### src/design/cti_pkg.sv
`timescale 1ns / 1ps
package cti_pkg;

  // one in unsigned or signed Q16.16
  localparam int ONE_Q16 = 65536;

  // sample width and width of the signed fraction d, which spans [-1.0, 1.0]
  localparam int Y_W = 32;
  localparam int D_W = 18;

  // request kinds
  typedef enum logic {
    KIND_WRITE = 1'b0,
    KIND_QUERY = 1'b1
  } kind_t;

  // control from the position stages into the banked table
  typedef struct packed {
    logic rd;   // query lookup this cycle
    logic wr;   // sample write this cycle, index already range-checked
    logic oor;  // position saturated at the table end
  } addr_ctl_t;

  // control from the table into the evaluation pipeline
  typedef struct packed {
    logic valid;
    logic oor;
  } eval_ctl_t;

endpackage

### src/design/cti_addr.sv
`timescale 1ns / 1ps
module cti_addr
  import cti_pkg::*;
#(
  parameter int TABLE_DEPTH = 1024,
  localparam int IW = $clog2(TABLE_DEPTH)
) (
  input  logic                  clk,
  input  logic                  rst,
  input  logic                  accept,
  input  logic                  kind,
  input  logic [9:0]            write_index,
  input  logic signed [Y_W-1:0] write_value,
  input  logic [31:0]           radius,
  input  logic                  cfg_write,
  input  logic [31:0]           cfg_data,
  output addr_ctl_t             ctl,
  output logic signed [D_W-1:0] d,
  output logic [IW-1:0]         base,
  output logic [IW-1:0]         wr_index,
  output logic signed [Y_W-1:0] wr_value
);

  // inverse spacing register
  logic [31:0] inverse_spacing;

  always_ff @(posedge clk) begin
    if (rst) begin
      inverse_spacing <= 32'(ONE_Q16);
    end else if (cfg_write) begin
      inverse_spacing <= cfg_data;
    end
  end

  // request capture
  logic                  a_valid;
  kind_t                 a_kind;
  logic [9:0]            a_windex;
  logic signed [Y_W-1:0] a_wvalue;
  logic [31:0]           a_radius;

  always_ff @(posedge clk) begin
    if (rst) begin
      a_valid <= 1'b0;
    end else begin
      a_valid <= accept;
    end
    a_kind   <= kind_t'(kind);
    a_windex <= write_index;
    a_wvalue <= write_value;
    a_radius <= radius;
  end

  // position = radius * inverse spacing, Q32.32
  logic                  b_valid;
  kind_t                 b_kind;
  logic [9:0]            b_windex;
  logic signed [Y_W-1:0] b_wvalue;
  logic [63:0]           b_pos;

  always_ff @(posedge clk) begin
    if (rst) begin
      b_valid <= 1'b0;
    end else begin
      b_valid <= a_valid;
    end
    b_kind   <= a_kind;
    b_windex <= a_windex;
    b_wvalue <= a_wvalue;
    b_pos    <= a_radius * inverse_spacing;
  end

  // split into index and fraction, clamp at both table ends
  logic [31:0]           ipart;
  logic [15:0]           frac;
  logic                  under;
  logic                  over;
  logic signed [D_W-1:0] d_c;
  logic [IW-1:0]         base_c;
  logic                  wr_c;

  always_comb begin
    ipart = b_pos[63:32];
    frac  = b_pos[31:16];
    under = (ipart == '0);
    over  = (ipart > 32'(TABLE_DEPTH - 3));
    if (under) begin
      // backward extrapolation around index one
      d_c    = D_W'($signed({1'b0, frac})) - D_W'(ONE_Q16);
      base_c = '0;
    end else if (over) begin
      d_c    = D_W'(ONE_Q16);
      base_c = IW'(TABLE_DEPTH - 4);
    end else begin
      d_c    = D_W'($signed({1'b0, frac}));
      base_c = IW'(ipart - 32'd1);
    end
    wr_c = b_valid && (b_kind == KIND_WRITE) && (32'(b_windex) < 32'(TABLE_DEPTH));
  end

  always_ff @(posedge clk) begin
    if (rst) begin
      ctl <= '0;
    end else begin
      ctl.rd  <= b_valid && (b_kind == KIND_QUERY);
      ctl.wr  <= wr_c;
      ctl.oor <= over;
    end
    d        <= d_c;
    base     <= base_c;
    wr_index <= IW'(b_windex);
    wr_value <= b_wvalue;
  end

endmodule

### config.mk
export PLATFORM = sky130hd
export DESIGN_NAME = cti_addr
export DESIGN_NICKNAME = d
export VERILOG_FILES = /design/src/design/cti_pkg.sv /design/src/design/cti_addr.sv
export SDC_FILE = /design/constraint.sdc
export NUM_CORES = 2
export LEC_CHECK = 0
export BUFFER_PORTS_ARGS = -buffer_cell sky130_fd_sc_hd__buf_2
export CORE_AREA = 2 2 271 273
export CTS_CLUSTER_DIAMETER = 60
export DETAILED_ROUTE_END_ITERATION = 8
export DIE_AREA = 0 0 273 275
export HOLD_SLACK_MARGIN = 0.12
export PLACE_DENSITY = 0.72
export SLEW_MARGIN = 10
export SYNTH_ARGS = -nofsm -noshare
export SYNTH_HDL_FRONTEND = slang
export SYNTH_SLANG_ARGS = --single-unit
export TNS_END_PERCENT = 50
### constraint.sdc
create_clock -name clk -period 8.5 [get_ports clk]
set_input_delay 2.125 -clock clk [delete_from_list [all_inputs] [get_ports clk]]
set_output_delay 2.125 -clock clk [all_outputs]
set_load 0.01 [all_outputs]
==> summary.txt <==
Critical path
  • Worst-path fanout max: 22
  • Req. time, crit path: roughly 9 ns
  • Setup slack of the worst register-to-register path: 0.32 ns
  • Most frequent cell on the critical path: fa_1
  • Launching element type of the critical path: flip-flop
  • Kind of end point of the critical path: flip-flop
  • Cell breakdown of the critical path: and2_1 > fa_1 > fa_1 > inv_1 > fa_1 > fa_1 > inv_1 > fa_1 > fa_1 > fa_1 > fa_1 > ha_1 > nand2_1 > o21ai_1 > nand2b_1 > a21oi_1 > a2111oi_4 > o21ai_2 > a2111oi_2 > o31ai_1 > a31oi_1 > xor2_1
  • Family with the most delay on the worst path: adder cells
  • Library cell contributing the largest single delay on the critical path: dfxtp_1
  • R2R depth: 22
  • Peak per-stage delay on the critical path: 1.07 ns
  • Category of the critical setup timing path: flip-flop to flip-flop
  • Destination of the worst register-to-register timing path: b_pos[57]
  • Launching point of the worst reg2reg path: inverse_spacing[10]
  • Worst path arrival time: 8.67 ns
  • Crit path buf inv count: 2

Cells and area
  • Nets: 5406
  • Register Area: 0.00547 sq mm
  • Highest-count cells in the layout ignoring fill and taps: inv_1, fa_1, and2_1, nand2_1, dfxtp_1
  • Area of all placed cells without fillers: 0.0426 sq mm
  • Final standard cell count with taps included and fillers excluded: between 5k and 6k
  • Layout cells sized above 1: 0.0890
  • Area grow syn2layout: 8.51%
  • Most common cell after layout, fill and taps aside: inv_1
  • Area of combinational cells with multiple inputs: 0.0296 sq mm
  • Fillcell total: 6195

Die
  • Initial standard-cell utilization of the core: 0.543
  • Total die area: 0.0751 sq mm
  • Die outline height: 275 microns
  • Number of rows in the core area: 99
  • Horizontal extent of the die: roughly 270 microns
  • Boundary pin count: between 150 and 200
  • Area of the core: 0.0723 sq mm

Drt
  • Detailed router's first-iteration violation count: roughly 1.6k
  • DRC Markers: 0
  • Detail-routed via count per cell: around 5.3
  • Antenna Violating Nets Remaining: 0
  • Via total after detailed routing: 27.1k
  • Pre-Repair DR Iteration Count: 5
  • WL/cell: 19.3 microns
  • Routed wire length: approximately 100000 microns

Logic synthesis
  • Avg Cell Area, Syn: 9.74 sq um
  • Post-synthesis share of cell area spent on xor and xnor gates: 0.0136
  • Syn. warnings: 0
  • EDFF count, synth: 0
  • Multiplexer share of the synthesized area: 0.00790
  • Simple-gate share of the synthesized area: 0.162
  • Main combinational cell family by area after synthesis: adder cells
  • Share of the yosys chip area belonging to registers: 0.139
  • Post-synthesis adder-cell area fraction: 0.540
  • Main flop type after synthesis: dfxtp_1
  • Async set-or-reset flop fraction in the synthesized netlist: 0
  • Synthesized-area fraction occupied by ao, oa, aoi and oai cells: 0.0309
  • Post-Synthesis Cell Area: a little under 0.04 sq mm
  • Number of instances in the synthesized netlist: 4031
  • Total of flip-flops plus latches after synthesis: approximately 270
  • Mapped Nets: about 5.3k
  • Distinct cells, synth: 62

Global route
  • Total global routing track utilization: 0.277
  • Pin count of the biggest net entering global routing: 38
  • Initial antenna violation count: 5
  • Remaining global-route overflow: 0
  • First-pass GRT wire length: between 150000 and 200000 microns
  • Vias in the first global route: approximately 30k

CTS
  • Clock transition at the registers of the reported paths: 0.06 ns
  • # resized after CTS: 0
  • Post CTS Setup Buffer Count: 0
  • Post-CTS Hold Fix Bufs: 0
  • Root cell of the clock tree: clkbuf_16
  • Sinks on Clock Net: 273
  • Num CTS Buffers: 37
  • Worst skew pair latency: 0.58 ns
  • TritonCTS clock tree: yes
  • Maximum number of buffers from clock root to sink: 3
  • H-Tree Depth: 2

Timing
  • Slack of the critical path: 0.316 ns
  • Slew HR: 0.239
  • Slew at the pin closest to its max-slew limit: 1.14 ns
  • Max Slew Vio Count: 0
  • Max Fclk: 0.122 GHz
  • Layout Skew: between 0.03 and 0.04 ns
  • RSZ-0062 raised after global routing: false
  • Final Cycle Share: 0.963
  • Count of final hold-check violations: 0
  • Number of failing setup endpoints in the final timing report: 0
  • Total negative setup slack: 0 ns
  • Post-route minimum period: 8.18 ns

Hold path
  • Worst Hold Endpoint: wr_value[8]
  • Start point of the worst hold path: b_wvalue[8]
  • Hold depth: 0
  • Class of the most critical hold timing path: flip-flop to flip-flop

Pwr
  • VDD IR max: 0.000801 V
  • Total power density per cell area: 402 mW/mm^2
  • Static leakage: 0.0216 uW

Run
  • Max-cap check violation count: 0

Placement
  • Estimated wirelength of the detail-placed design: around 80000 microns
  • Global placement routability congestion: 0.898
  • Setup Slack @ Placement: 0.488 ns
  • Input/output buffers: 183
  • Post-place instance area: 0.0414 sq mm
  • Placed cell count: 5058

Outcome
  • Run status: completed
[synthesized netlist by cell type (all sizes together), types with 2 or more instances]
master / count / area [sq um]
a21oi: 70 / 365
dfxtp: 273 / 5470
nor4: 6 / 37.5
xnor2: 31 / 272
a31oi: 8 / 86.3
nor2: 64 / 240
or2: 2 / 12.5
nor2b: 5 / 31.3
nand3: 12 / 65.1
or4: 2 / 15.0
mux2i: 31 / 310
ha: 262 / 3280
nor3: 8 / 40.0
buf: 9 / 40.0
and2: 631 / 3950
o21a: 4 / 30.0
o21ai: 30 / 154
a21o: 33 / 248
clkbuf: 206 / 773
and3: 4 / 25.0
or3: 5 / 31.3
fa: 895 / 17900
a211oi: 2 / 15.0
xor2: 30 / 263
nand3b: 2 / 15.0
inv: 902 / 3390
a221oi: 2 / 35.0
a2111oi: 3 / 57.6
nand4: 22 / 138
nand2b: 2 / 12.5
o21bai: 8 / 60.1
nand2: 445 / 1670
and4: 2 / 17.5
o31ai: 2 / 20.0
o211ai: 2 / 20.0
[worst max path at each step]
stage	startpoint	endpoint	depth (start not counted)
2_1_floorplan	inverse_spacing[23]	b_pos[57]	25
3_3_place_gp	inverse_spacing[10]	b_pos[57]	22
3_5_place_dp	inverse_spacing[10]	b_pos[57]	22
4_1_cts	inverse_spacing[10]	b_pos[57]	22
5_1_grt	inverse_spacing[10]	b_pos[57]	22
6_report	inverse_spacing[10]	b_pos[57]	22
[logic make-up after synthesis]
group,Yosys count
AND/OR/NAND/NOR,1216
AO/OA/AOI/OAI,176
buffers and inverters,1117
XOR/XNOR,61
adder cells (fa/ha/maj),1157
multiplexers,31
flip-flops,273
[sequential cells by signal (all words and copies together) (netlist names), 10 cells and up]
register,flops
b_pos,48
a_radius,32
a_wvalue,32
b_wvalue,32
inverse_spacing,32
wr_value,32
d,18
a_windex,10
b_windex,10
base,10
wr_index,10
[power breakdown]
part           internal (uW)  switching (uW)  total, uW
sequential              1620             161       1780
clock                    904             647       1550
combinational           5320            8470      13800
total                   7850            9270      17100
[worst reg2reg max path, delay by kind of cell, from the launching register on]
family                     cells  cell delay (ns)
buffers and inverters          2             0.12
xor gates and xnor gates       1             0.15
DFF                            1             1.07
adders and majority gates      9             4.47
and+or+nand+nor                3             0.62
AOI/OAI and AO/OA              7             1.69
[area by class of cell]
cell class | count | area share
antenna | 2 | 0.000117
inverter | 902 | 0.0795
multi-input combinational | 2641 | 0.695
sequential | 273 | 0.128
clock inverter | 24 | 0.00658
clock buffer | 44 | 0.0226
timing repair buffer | 283 | 0.0400
tap | 959 | 0.0282
[metal layers]
| metal | wire length [microns] | part of all wire | up-vias | global-route usage |
|---|---|---|---|---|
| met2 | 48700 | 0.49 | 1069 | 0.471 |
| met5 | 0 | 0 | - | 0 |
| met3 | 7160 | 0.072 | 284 | 0.0485 |
| met1 | 38800 | 0.39 | 13900 | 0.348 |
| met4 | 4510 | 0.045 | 0 | 0.121 |
| li1 | - | - | 11900 | - |
[metrics by stage]
stage / hold WS [ns] / total power [uW] / util
5_1_grt: 0.326 / 19000 / 0.589
2_1_floorplan: 0.310 / 11500 / -
3_3_place_gp: 0.310 / 15500 / 0.572
4_1_cts: 0.319 / 17300 / 0.589
6_report: 0.310 / 17100 / 0.589
3_5_place_dp: 0.312 / 15700 / 0.572
(Power assumes the default switching activity.)
